===== config.mk =====
export PLATFORM = sky130hd
export DESIGN_NAME = julian_day_to_date_unit
export DESIGN_NICKNAME = d
export VERILOG_FILES = /design/src/sv/jdd_pkg.sv /design/src/sv/jdd_cdiv.sv /design/src/sv/jdd_era.sv /design/src/sv/jdd_month.sv /design/src/sv/julian_day_to_date_unit.sv
export SDC_FILE = /design/constraint.sdc
export NUM_CORES = 2
export LEC_CHECK = 0
export ABC_CLOCK_PERIOD_IN_PS = 11200
export CAP_MARGIN = 40
export CORE_AREA = 2 2 419 317
export CTS_BUF_LIST = sky130_fd_sc_hd__clkbuf_4 sky130_fd_sc_hd__clkbuf_8 sky130_fd_sc_hd__clkbuf_16
export DETAILED_ROUTE_END_ITERATION = 8
export DIE_AREA = 0 0 421 319
export DONT_BUFFER_PORTS = 1
export HOLD_SLACK_MARGIN = 0.05
export PLACE_DENSITY = 0.85
export SYNTH_ARGS = -nofsm -noshare
export SYNTH_HDL_FRONTEND = slang
export SYNTH_HIERARCHICAL = 1
export SYNTH_SLANG_ARGS = --single-unit

===== constraint.sdc =====
create_clock -name i_clk -period 11.2 [get_ports i_clk]
set_input_delay 3.36 -clock i_clk [delete_from_list [all_inputs] [get_ports i_clk]]
set_output_delay 3.36 -clock i_clk [all_outputs]
set_load 0.01 [all_outputs]

===== src/sv/jdd_pkg.sv =====
// Shared types and constants for the Julian day number to calendar date unit.
// No dependencies; used by every module of the unit but jdd_cdiv, through scoped names.
package jdd_pkg;

    // Width of the day number field.
    localparam int unsigned DAY_W = 23;

    // First day number converted with the Gregorian rules (15 Oct 1582).
    localparam logic [DAY_W-1:0] SWITCH_DAY = 23'd2299161;

    // Register stages of the calendar-specific front end and the shared back end.
    localparam int unsigned ERA_STAGES   = 6;
    localparam int unsigned MONTH_STAGES = 5;
    localparam int unsigned PIPE_DEPTH   = ERA_STAGES + MONTH_STAGES;

    // Width of the day-of-year offset counted from 1 March (plus 31).
    localparam int unsigned DOY_W = 9;

    // Hand-over from the front end to the month/day back end.
    typedef struct packed {
        logic [DOY_W-1:0] doy;          // day offset within the March-based year
        logic [15:0]      year_base;    // two's complement year before the January carry
        logic [2:0]       weekday;      // 0 = Saturday
        logic             is_gregorian; // calendar that was applied
    } t_era_item;

    // One finished calendar date.
    typedef struct packed {
        logic [15:0] year;              // two's complement, astronomical numbering
        logic [3:0]  month;
        logic [4:0]  day;
        logic [2:0]  weekday;
        logic        is_gregorian;
    } t_date;

endpackage


===== src/sv/jdd_cdiv.sv =====
// Exact truncating division of an unsigned value by a constant, done as one
// multiplication by a rounded-up reciprocal. No dependencies.
module jdd_cdiv #(
    parameter int unsigned W  = 16,
    parameter int unsigned C  = 3,
    parameter int unsigned QW = 16
) (
    input  logic [W-1:0]  i_x,
    output logic [QW-1:0] o_q
);

    // With K = W + bits(C) the rounding error of the reciprocal stays below 1/C
    // for every W-bit dividend, so the shifted product is the exact quotient.
    localparam int unsigned K      = W + $clog2(C + 1);
    localparam logic [63:0] M_FULL = ((64'd1 << K) + 64'(C) - 64'd1) / 64'(C);
    localparam logic [W+1:0] M     = M_FULL[W+1:0];

    logic [2*W+1:0] prod;

    // Reciprocal multiplication; the quotient sits from bit K upward.
    assign prod = {{(W+2){1'b0}}, i_x} * {{W{1'b0}}, M};
    assign o_q  = prod[K +: QW];

endmodule


===== src/sv/jdd_era.sv =====
// Front end: reduces a day number to a March-based day offset and a year base,
// by Gregorian or Julian rules, and works out the weekday. Uses jdd_pkg, jdd_cdiv.
module jdd_era (
    input  logic                                i_clk,
    input  logic [jdd_pkg::ERA_STAGES-1:0]      i_ld,
    input  logic [jdd_pkg::DAY_W-1:0]           i_day_number,
    output jdd_pkg::t_era_item                  o_item
);

    // Stage 1 registers
    logic [25:0] r1_x4;
    logic [21:0] r1_js;
    logic [23:0] r1_w;
    logic        r1_greg;
    // Stage 2 registers
    logic [7:0]  r2_cent4;
    logic [10:0] r2_quad;
    logic [20:0] r2_q7;
    logic [23:0] r2_a;
    logic [21:0] r2_js;
    logic [23:0] r2_w;
    logic        r2_greg;
    // Stage 3 registers
    logic [17:0] r3_a2;
    logic [10:0] r3_rem;
    logic [2:0]  r3_wd;
    logic [7:0]  r3_cent4;
    logic [10:0] r3_quad;
    logic        r3_greg;
    // Stage 4 registers
    logic [29:0] r4_y4k;
    logic [17:0] r4_a2;
    logic [8:0]  r4_doy;
    logic [15:0] r4_jy;
    logic [15:0] r4_c100;
    logic [2:0]  r4_wd;
    logic        r4_greg;
    // Stage 5 registers
    logic [8:0]  r5_yr;
    logic [17:0] r5_a2;
    logic [8:0]  r5_doy;
    logic [15:0] r5_jy;
    logic [15:0] r5_c100;
    logic [2:0]  r5_wd;
    logic        r5_greg;
    // Stage 6 register
    jdd_pkg::t_era_item r6_item;

    // Combinational next values
    logic [23:0] n1_a;
    logic [7:0]  n2_cent4;
    logic [10:0] n2_quad;
    logic [20:0] n2_q7;
    logic [25:0] cent_prod;
    logic [23:0] a2_full;
    logic [21:0] quad_prod;
    logic [21:0] rem_full;
    logic [23:0] wd_full;
    logic [17:0] a2_plus1;
    logic [1:0]  yq;
    logic [10:0] doy_full;
    logic [8:0]  n5_yr;
    logic [19:0] yr_prod;
    logic [17:0] a3_full;
    logic [15:0] greg_year;
    jdd_pkg::t_era_item n6_item;

    // Stage 1: offsets for both calendars and the weekday, and the calendar choice.
    assign n1_a = {1'b0, i_day_number} + 24'd68569;

    always_ff @(posedge i_clk) begin
        if (i_ld[0]) begin
            r1_x4   <= {n1_a, 2'b00};
            r1_js   <= i_day_number[21:0] + 22'd1401;
            r1_w    <= {1'b0, i_day_number} + 24'd2;
            r1_greg <= (i_day_number >= jdd_pkg::SWITCH_DAY);
        end
    end

    // Stage 2: Gregorian 400-year cycles, Julian 4-year cycles and weeks.
    jdd_cdiv #(.W(26), .C(146097), .QW(8)) u_div_cent (
        .i_x (r1_x4),
        .o_q (n2_cent4)
    );

    jdd_cdiv #(.W(22), .C(1461), .QW(11)) u_div_quad (
        .i_x (r1_js),
        .o_q (n2_quad)
    );

    jdd_cdiv #(.W(24), .C(7), .QW(21)) u_div_week (
        .i_x (r1_w),
        .o_q (n2_q7)
    );

    always_ff @(posedge i_clk) begin
        if (i_ld[1]) begin
            r2_cent4 <= n2_cent4;
            r2_quad  <= n2_quad;
            r2_q7    <= n2_q7;
            r2_a     <= r1_x4[25:2];
            r2_js    <= r1_js;
            r2_w     <= r1_w;
            r2_greg  <= r1_greg;
        end
    end

    // Stage 3: remainders of the cycle divisions.
    assign cent_prod = 26'd146097 * {18'd0, r2_cent4} + 26'd3;
    assign a2_full   = r2_a - cent_prod[25:2];
    assign quad_prod = 22'd1461 * {11'd0, r2_quad};
    assign rem_full  = r2_js + 22'd1 - quad_prod;
    assign wd_full   = r2_w - 24'd7 * {3'd0, r2_q7};

    always_ff @(posedge i_clk) begin
        if (i_ld[2]) begin
            r3_a2    <= a2_full[17:0];
            r3_rem   <= rem_full[10:0];
            r3_wd    <= wd_full[2:0];
            r3_cent4 <= r2_cent4;
            r3_quad  <= r2_quad;
            r3_greg  <= r2_greg;
        end
    end

    // Stage 4: Julian year within the cycle by threshold compares (the final
    // leap day of a cycle stays in the fourth year), and the Gregorian century base.
    assign a2_plus1 = r3_a2 + 18'd1;
    assign yq       = 2'((r3_rem >= 11'd366) ? 1 : 0) + 2'((r3_rem >= 11'd731) ? 1 : 0)
                    + 2'((r3_rem >= 11'd1096) ? 1 : 0);
    assign doy_full = r3_rem - 11'd365 * {9'd0, yq} + 11'd30;

    always_ff @(posedge i_clk) begin
        if (i_ld[3]) begin
            r4_y4k  <= 30'd4000 * {12'd0, a2_plus1};
            r4_a2   <= r3_a2;
            r4_doy  <= doy_full[8:0];
            r4_jy   <= {3'b000, r3_quad, 2'b00} + {14'd0, yq} - 16'd4716;
            r4_c100 <= 16'd100 * ({8'd0, r3_cent4} - 16'd49);
            r4_wd   <= r3_wd;
            r4_greg <= r3_greg;
        end
    end

    // Stage 5: Gregorian year within the 400-year cycle.
    jdd_cdiv #(.W(30), .C(1461001), .QW(9)) u_div_year (
        .i_x (r4_y4k),
        .o_q (n5_yr)
    );

    always_ff @(posedge i_clk) begin
        if (i_ld[4]) begin
            r5_yr   <= n5_yr;
            r5_a2   <= r4_a2;
            r5_doy  <= r4_doy;
            r5_jy   <= r4_jy;
            r5_c100 <= r4_c100;
            r5_wd   <= r4_wd;
            r5_greg <= r4_greg;
        end
    end

    // Stage 6: Gregorian day offset, then select the calendar that applies.
    assign yr_prod   = 20'd1461 * {11'd0, r5_yr};
    assign a3_full   = r5_a2 - yr_prod[19:2] + 18'd31;
    assign greg_year = r5_c100 + {7'd0, r5_yr};

    always_comb begin
        n6_item.doy          = r5_greg ? a3_full[8:0] : r5_doy;
        n6_item.year_base    = r5_greg ? greg_year : r5_jy;
        n6_item.weekday      = r5_wd;
        n6_item.is_gregorian = r5_greg;
    end

    always_ff @(posedge i_clk) begin
        if (i_ld[5]) begin
            r6_item <= n6_item;
        end
    end

    assign o_item = r6_item;

endmodule


===== src/sv/jdd_month.sv =====
// Back end shared by both calendars: splits the March-based day offset into
// month and day and applies the January/February year carry. Uses jdd_pkg, jdd_cdiv.
module jdd_month (
    input  logic                                i_clk,
    input  logic [jdd_pkg::MONTH_STAGES-1:0]    i_ld,
    input  jdd_pkg::t_era_item                  i_item,
    output jdd_pkg::t_date                      o_date
);

    logic [15:0]        r7_x80;
    jdd_pkg::t_era_item r7_item;
    logic [3:0]         r8_mo;
    jdd_pkg::t_era_item r8_item;
    logic [14:0]        r9_p;
    logic [3:0]         r9_month;
    logic [15:0]        r9_year;
    jdd_pkg::t_era_item r9_item;
    logic [8:0]         r10_q80;
    logic [3:0]         r10_month;
    logic [15:0]        r10_year;
    jdd_pkg::t_era_item r10_item;
    jdd_pkg::t_date     r11_date;

    logic [3:0]  n8_mo;
    logic        carry;
    logic [8:0]  n10_q80;
    logic [8:0]  day_full;

    // Stage 7: scale the day offset for the month division.
    always_ff @(posedge i_clk) begin
        if (i_ld[0]) begin
            r7_x80  <= 16'd80 * {7'd0, i_item.doy};
            r7_item <= i_item;
        end
    end

    // Stage 8: month counted from March.
    jdd_cdiv #(.W(16), .C(2447), .QW(4)) u_div_month (
        .i_x (r7_x80),
        .o_q (n8_mo)
    );

    always_ff @(posedge i_clk) begin
        if (i_ld[1]) begin
            r8_mo   <= n8_mo;
            r8_item <= r7_item;
        end
    end

    // Stage 9: days before the month, and the carry for January and February.
    assign carry = (r8_mo >= 4'd11);

    always_ff @(posedge i_clk) begin
        if (i_ld[2]) begin
            r9_p     <= 15'd2447 * {11'd0, r8_mo};
            r9_month <= carry ? (r8_mo - 4'd10) : (r8_mo + 4'd2);
            r9_year  <= r8_item.year_base + {15'd0, carry};
            r9_item  <= r8_item;
        end
    end

    // Stage 10: scale the month start back to days.
    jdd_cdiv #(.W(15), .C(80), .QW(9)) u_div_start (
        .i_x (r9_p),
        .o_q (n10_q80)
    );

    always_ff @(posedge i_clk) begin
        if (i_ld[3]) begin
            r10_q80   <= n10_q80;
            r10_month <= r9_month;
            r10_year  <= r9_year;
            r10_item  <= r9_item;
        end
    end

    // Stage 11: day of month; this is the output register.
    assign day_full = r10_item.doy - r10_q80;

    always_ff @(posedge i_clk) begin
        if (i_ld[4]) begin
            r11_date.year         <= r10_year;
            r11_date.month        <= r10_month;
            r11_date.day          <= day_full[4:0];
            r11_date.weekday      <= r10_item.weekday;
            r11_date.is_gregorian <= r10_item.is_gregorian;
        end
    end

    assign o_date = r11_date;

endmodule


===== src/sv/julian_day_to_date_unit.sv =====
// Top level of the Julian day number to calendar date unit: stage handshake
// control around the jdd_era and jdd_month pipelines. Uses jdd_pkg.
//
//  Channel | Direction | Payload (lowest bits first)
//  --------+-----------+----------------------------------------------------
//  s       | in        | tdata: day_number[22:0], zero pad [23]
//  m       | out       | tdata: year[15:0], month[19:16], day[24:20],
//          |           |        weekday[27:25], zero pad [31:28]
//          |           | tuser: is_gregorian
//
// Each request passes through 11 register stages, 1 to 6 in jdd_era and 7 to 11 in
// jdd_month, and is offered from the stage 11 register. One request can be taken in
// every cycle unless every stage holds one while the output side stalls.
// The latency is set by the chain of constant divisions (cycles, year, month).
// Reset clears only the stage valid bits; payload registers are left as they are.
// A stall on the output side holds every full stage with no empty stage ahead of it
// and lets the others move on, so requests are taken until every stage holds one.
module julian_day_to_date_unit (
    input  logic        i_clk,
    input  logic        i_rst_n,
    input  logic        i_s_tvalid,
    output logic        o_s_tready,
    input  logic [23:0] i_s_tdata,   // day_number[22:0], pad[23]
    output logic        o_m_tvalid,
    input  logic        i_m_tready,
    output logic [31:0] o_m_tdata,   // year[15:0], month[19:16], day[24:20], weekday[27:25]
    output logic        o_m_tuser    // is_gregorian
);

    localparam int unsigned N  = jdd_pkg::PIPE_DEPTH;
    localparam int unsigned NE = jdd_pkg::ERA_STAGES;

    logic [N:1]          r_v;
    logic [N:1]          n_v;
    logic [N:1]          stage_en;
    logic [N:0]          v_in;
    jdd_pkg::t_era_item  era_item;
    jdd_pkg::t_date      date;

    // A stage may load when some stage from it to the output is empty,
    // or when the output is being taken.
    genvar k;
    generate
        for (k = 1; k <= N; k++) begin : g_en
            assign stage_en[k] = i_m_tready || !(&r_v[N:k]);
        end
    endgenerate

    // Valid bits move with the data.
    assign v_in = {r_v, i_s_tvalid};

    always_comb begin
        for (int s = 1; s <= N; s++) begin
            n_v[s] = stage_en[s] ? v_in[s-1] : r_v[s];
        end
    end

    always_ff @(posedge i_clk) begin
        if (!i_rst_n) begin
            r_v <= '0;
        end else begin
            r_v <= n_v;
        end
    end

    // Calendar-specific front end.
    jdd_era u_era (
        .i_clk        (i_clk),
        .i_ld         (stage_en[NE:1]),
        .i_day_number (i_s_tdata[jdd_pkg::DAY_W-1:0]),
        .o_item       (era_item)
    );

    // Shared month and day back end.
    jdd_month u_month (
        .i_clk  (i_clk),
        .i_ld   (stage_en[N:NE+1]),
        .i_item (era_item),
        .o_date (date)
    );

    // Ports.
    assign o_s_tready = stage_en[1];
    assign o_m_tvalid = r_v[N];
    assign o_m_tdata  = {4'd0, date.weekday, date.day, date.month, date.year};
    assign o_m_tuser  = date.is_gregorian;

    // Requests are refused only when every stage holds one.
    a_refuse_only_full: assert property (@(posedge i_clk) disable iff (!i_rst_n)
        !o_s_tready |-> (&r_v))
        else $error("input refused while a pipeline stage is empty");

    // A delivered date is well formed.
    a_date_fields: assert property (@(posedge i_clk) disable iff (!i_rst_n)
        o_m_tvalid |-> (date.month >= 4'd1 && date.month <= 4'd12 &&
                        date.day >= 5'd1 && date.day <= 5'd31 && date.weekday <= 3'd6))
        else $error("date field out of range");

    // The calendar flag agrees with the year of the switch.
    a_calendar_year: assert property (@(posedge i_clk) disable iff (!i_rst_n)
        o_m_tvalid |-> (date.is_gregorian ? ($signed(date.year) >= 16'sd1582)
                                          : ($signed(date.year) <= 16'sd1582)))
        else $error("calendar flag does not match the year");

    // Reset empties the pipeline.
    a_reset_empty: assert property (@(posedge i_clk)
        !i_rst_n |=> !o_m_tvalid)
        else $error("result offered straight after reset");

endmodule


### Word-level counts from Yosys, hierarchy flattened

Cells that the tools add are included.

| word-level totals | value |
|---|---|
| register bits after elaboration | 547 |
| input bits | 28 |
| output and inout bits | 35 |
| logic and storage cells | 154 |

| operators by class | value |
|---|---|
| add/subtract/negate cells | 23 |
| multipliers | 15 |
| magnitude comparators | 5 |
| multiplexer cells | 6 |
| reduce and logical (&&, ||, !) cells | 32 |

Operators with widths:

| operator | number |
|---|---|
| multiplier 24 x 24 -> 47 bit (second input constant) | 2 |
| multiplier 25 x 31 -> 55 bit (second input constant) | 1 |
| multiplier 22 x 22 -> 43 bit (second input constant) | 1 |
| multiplier 15 x 16 -> 27 bit (second input constant) | 1 |
| multiplier 12 x 15 -> 26 bit (second input constant) | 1 |
| multiplier 7 x 18 -> 25 bit (first input constant) | 1 |
| adder 23 x 17 -> 24 bit (second input constant) | 1 |
| adder 23 x 2 -> 24 bit (second input constant) | 1 |
| >= comparator 23 x 22 -> 1 bit (second input constant) | 1 |
| adder 22 x 11 -> 22 bit (second input constant) | 1 |
| multiplier 3 x 21 -> 3 bit (first input constant) | 1 |
| adder 20 x 2 -> 20 bit (second input constant) | 1 |
| multiplier 18 x 8 -> 20 bit (first input constant) | 1 |
| adder 18 x 1 -> 18 bit (second input constant) | 1 |
| adder 9 x 5 -> 9 bit (second input constant) | 2 |
| subtractor 18 bit | 1 |
| subtractor 9 bit | 2 |
| adder 16 x 1 -> 16 bit | 1 |
| adder 16 x 9 -> 16 bit | 1 |
| multiplier 5 x 16 -> 14 bit (first input constant) | 1 |
| two-way mux 16 bit | 1 |
| subtractor 16 x 13 -> 16 bit (second input constant) | 1 |
| multiplier 12 x 4 -> 15 bit (first input constant) | 1 |
| adder 13 x 2 -> 14 bit | 1 |
| 31 further kinds | 54 |

### Longest topological paths before layout

| depth | value |
|---|---|
| word-level depth | 7 |
| mapped depth | 25 |
| mapped depth without buffers | 25 |

### By module

The synthesis kept the hierarchy.

By module, submodules not included:

| module | times used | cells each | area each (um^2) | sequential area each (um^2) |
|---|---|---|---|---|
| jdd_era | 1 | 1781 | 22086.2 | 9999.6 |
| jdd_cdiv at u_era.u_div_year | 1 | 1554 | 15712.6 | 0.0 |
| jdd_cdiv at u_era.u_div_cent | 1 | 1072 | 10520.1 | 0.0 |
| jdd_cdiv at u_era.u_div_quad | 1 | 814 | 8056.5 | 0.0 |
| jdd_cdiv at u_era.u_div_week | 1 | 744 | 7319.5 | 0.0 |
| jdd_month | 1 | 362 | 6666.4 | 5104.9 |
| jdd_cdiv at u_month.u_div_month | 1 | 342 | 3430.8 | 0.0 |
| jdd_cdiv at u_month.u_div_start | 1 | 338 | 3418.3 | 0.0 |
| julian_day_to_date_unit | 1 | 58 | 489.2 | 220.2 |

### Least setup slack after synthesis

No wires, ideal clock.

| path | value |
|---|---|
| path type | in2out |
| from | input port i_m_tready |
| to | output port o_s_tready |
| arrival | 5922 ps |
| data required time | 7840 ps |
| slack | 1918 ps |
| stages on the path | 4 |
| path buffers | 0 |
| cell sequence | and3b_2 -> inv_2 -> nor4_2 -> nand3_1 |

| on the way | value |
|---|---|
| longest elaborated chain between the ends | 1 |

RTL lines:

| what | RTL line | text |
|---|---|---|
| from (decl) | julian_day_to_date_unit.sv:25 | `input logic i_m_tready,` |
| logical OR 1 bit | julian_day_to_date_unit.sv:45 | `assign stage_en[k] = i_m_tready \|\| !(&r_v[N:k]);` |
| to (decl) | julian_day_to_date_unit.sv:22 | `output logic o_s_tready,` |

No other way between the ends.

### Final worst setup path

Same ends and word-level chain as after synthesis.

==> results.md <==
- Max Buffers Root-to-Sink: 3
- Vias/cell: 5.431
- Root buf cell: clkbuf_16
- Worst slew pin tran: between 0.9 and 1 ns
- Syn Area/Cell: between 10 and 15 sq um
- Clock Latency Late Sink: about 0.63 ns
- Max-slew headroom: 0.3661
- Count of final hold-check violations: 0
- Post-synthesis cell area: about 75000 sq um
- Fmax: 122.5 MHz
- Die H: 319 microns
- Worst EP arrival: between 4 and 5 ns
- Crit-path leading delay family: simple AND/OR/NAND/NOR gates
- CP startpoint kind: primary input
- Clk_skew: 0.03090 ns
- Non-filler cells, final: 8656
- CP max-delay cell: nor4_2
- Routed vias: 47010
- Most frequent cells in the layout: inv_1, ha_1, fa_1, edfxtp_1, xnor2_1
- CTS clock-pin slew for the worst setup and hold paths: 0.06 ns
- Post-layout min period: 8.163 ns
- Die X: 421 microns
- Total wire length: 168800 microns
- Final period utilization: 0.7289
- First-pass GRT wire length: between 200000 and 300000 microns
- Setup repair bufs after CTS: 0
- RSZ-0062 raised after global routing: no
- Clock Sinks: 514
- CTS Hold Buffers Added: 0
- CP peak stage delay: 0.66 ns
- Status: complete, no violations
- Final setup TNS: 0 ns
- Die ar.: ~130000 sq um
- Layout cell share with drive strength beyond 1: 0.03232
- WP buf/inv: 1
- Initial drt markers: 3420
- Critical Path RT: 7.84 ns
- GPL Wtd Cong: 1.008
- Worst-path maximum fanout: 13
- GR Util All Layers: 0.2609
- # rows: approximately 120
- Post-Syn Instances: 6759
- DRC viols: 0
- Avg WL per Cell: 19.51 microns
- # setup viols final: 0
- I/O pin count: between 60 and 70
- Area of the multi-input gates: 52180 sq um
- Worst Hold Class: register to register
- Area growth syn-to-layout: 5.649%
- CTS tree: done
- Detailed Place HPWL: 145900 microns
- Most common cell after layout, fill and taps aside: inv_1
- Nets: 9442
- Endpoint type of the worst setup path: primary output
- TritonRoute pass-1 iters: 5
- Largest net degree at the start of global routing: 64
- Max-Cap Viols: 0
- Type of the worst setup path: primary input to primary output
- Initial antenna violation count: 0
- Grt total ovfl: 0
- Cts bufs inserted: 50
- Critical path, cell by cell: and3b_2 -> inv_2 -> nor4_2 -> nand3_4
- IO Port Bufs: 0
- Syn. warnings: 6
- Vias in the first global route: 51510
- Area occupied by registers: roughly 15000 sq um
- Post-route ant nets: 0
- Fillers: 9943
- Core Box Area: between 100000 and 150000 sq um
- DP Cell Count: 8561
- Post-CTS sizing: 0
- Fin. max-slew vios: 0
- H-tree Lvls: 2
- Starting Density: 0.5746
## sequential cells by signal, summed over array words and instances (netlist names), 10 cells and up
register / flops
r_v: 11
u_era/r1_w: 24
u_era/r4_y4k: 25
u_month/r9_year: 16
u_month/r7_x80: 10
u_era/r3_a2: 18
u_era/r5_c100: 14
u_era/r4_c100: 14
u_era/r2_quad: 11
u_era/r3_rem: 11
u_month/r10_year: 16
u_era/r4_jy: 15
u_month/r8_item: 25
u_month/r9_p: 15
u_era/r1_js: 22
u_era/o_item: 29
u_era/r3_quad: 11
u_era/r5_jy: 15
u_month/o_date: 29
u_month/r7_item: 25
u_era/r2_a: 18
u_era/r1_x4: 19
## routing by layer
| layer | global-route usage | up-vias | wire, microns |
|---|---|---|---|
| met5 | 0 | - | 0 |
| met4 | 0.04309 | 0 | 2693 |
| met3 | 0.07487 | 184 | 15870 |
| met2 | 0.4043 | 1582 | 76030 |
| met1 | 0.3710 | 23520 | 74250 |
| li1 | - | 21730 | - |
## per-stage QoR
step / hold slack (ns) / setup slack (ns) / util / area (sq um)
after floorplan: 0.4003 / 1.918 / - / 75040
after global placement: 0.4032 / 2.738 / 0.5928 / 77190
after detailed placement: 0.4045 / 2.648 / 0.5939 / 77330
after CTS: 0.4050 / 2.618 / 0.6069 / 79030
after global routing: 0.4152 / 2.793 / 0.6070 / 79050
final: 0.4062 / 3.037 / 0.6071 / 79050
## worst paths after layout
path / startpoint / endpoint / slack [ns] / cells after the start
worst min-delay path: u_month/r8_item[20]$_DFFE_PP_ / u_month/r9_item[20]$_DFFE_PP_ / 0.41 / 0
worst max register to register: u_era/r4_y4k[6]$_DFFE_PP_ / u_era/r5_yr[5]$_DFFE_PP_ / 3.11 / 21
worst max-delay path: i_m_tready / o_s_tready / 3.04 / 4
worst min register to register: u_month/r8_item[20]$_DFFE_PP_ / u_month/r9_item[20]$_DFFE_PP_ / 0.41 / 0
## cell type report
type,instances,area share
Multi-Input combinational cell,4299,0.6601
Sequential cell,514,0.1939
Inverter,1972,0.09364
Tap cell,1755,0.02778
Clock buffer,64,0.01762
Clock inverter,29,0.003815
Timing Repair Buffer,22,0.003166
Antenna cell,1,0.00003166
Power is left out: the tool's default activity adds up to more than one toggle a clock period on the data nets, which glitch-free logic cannot reach.
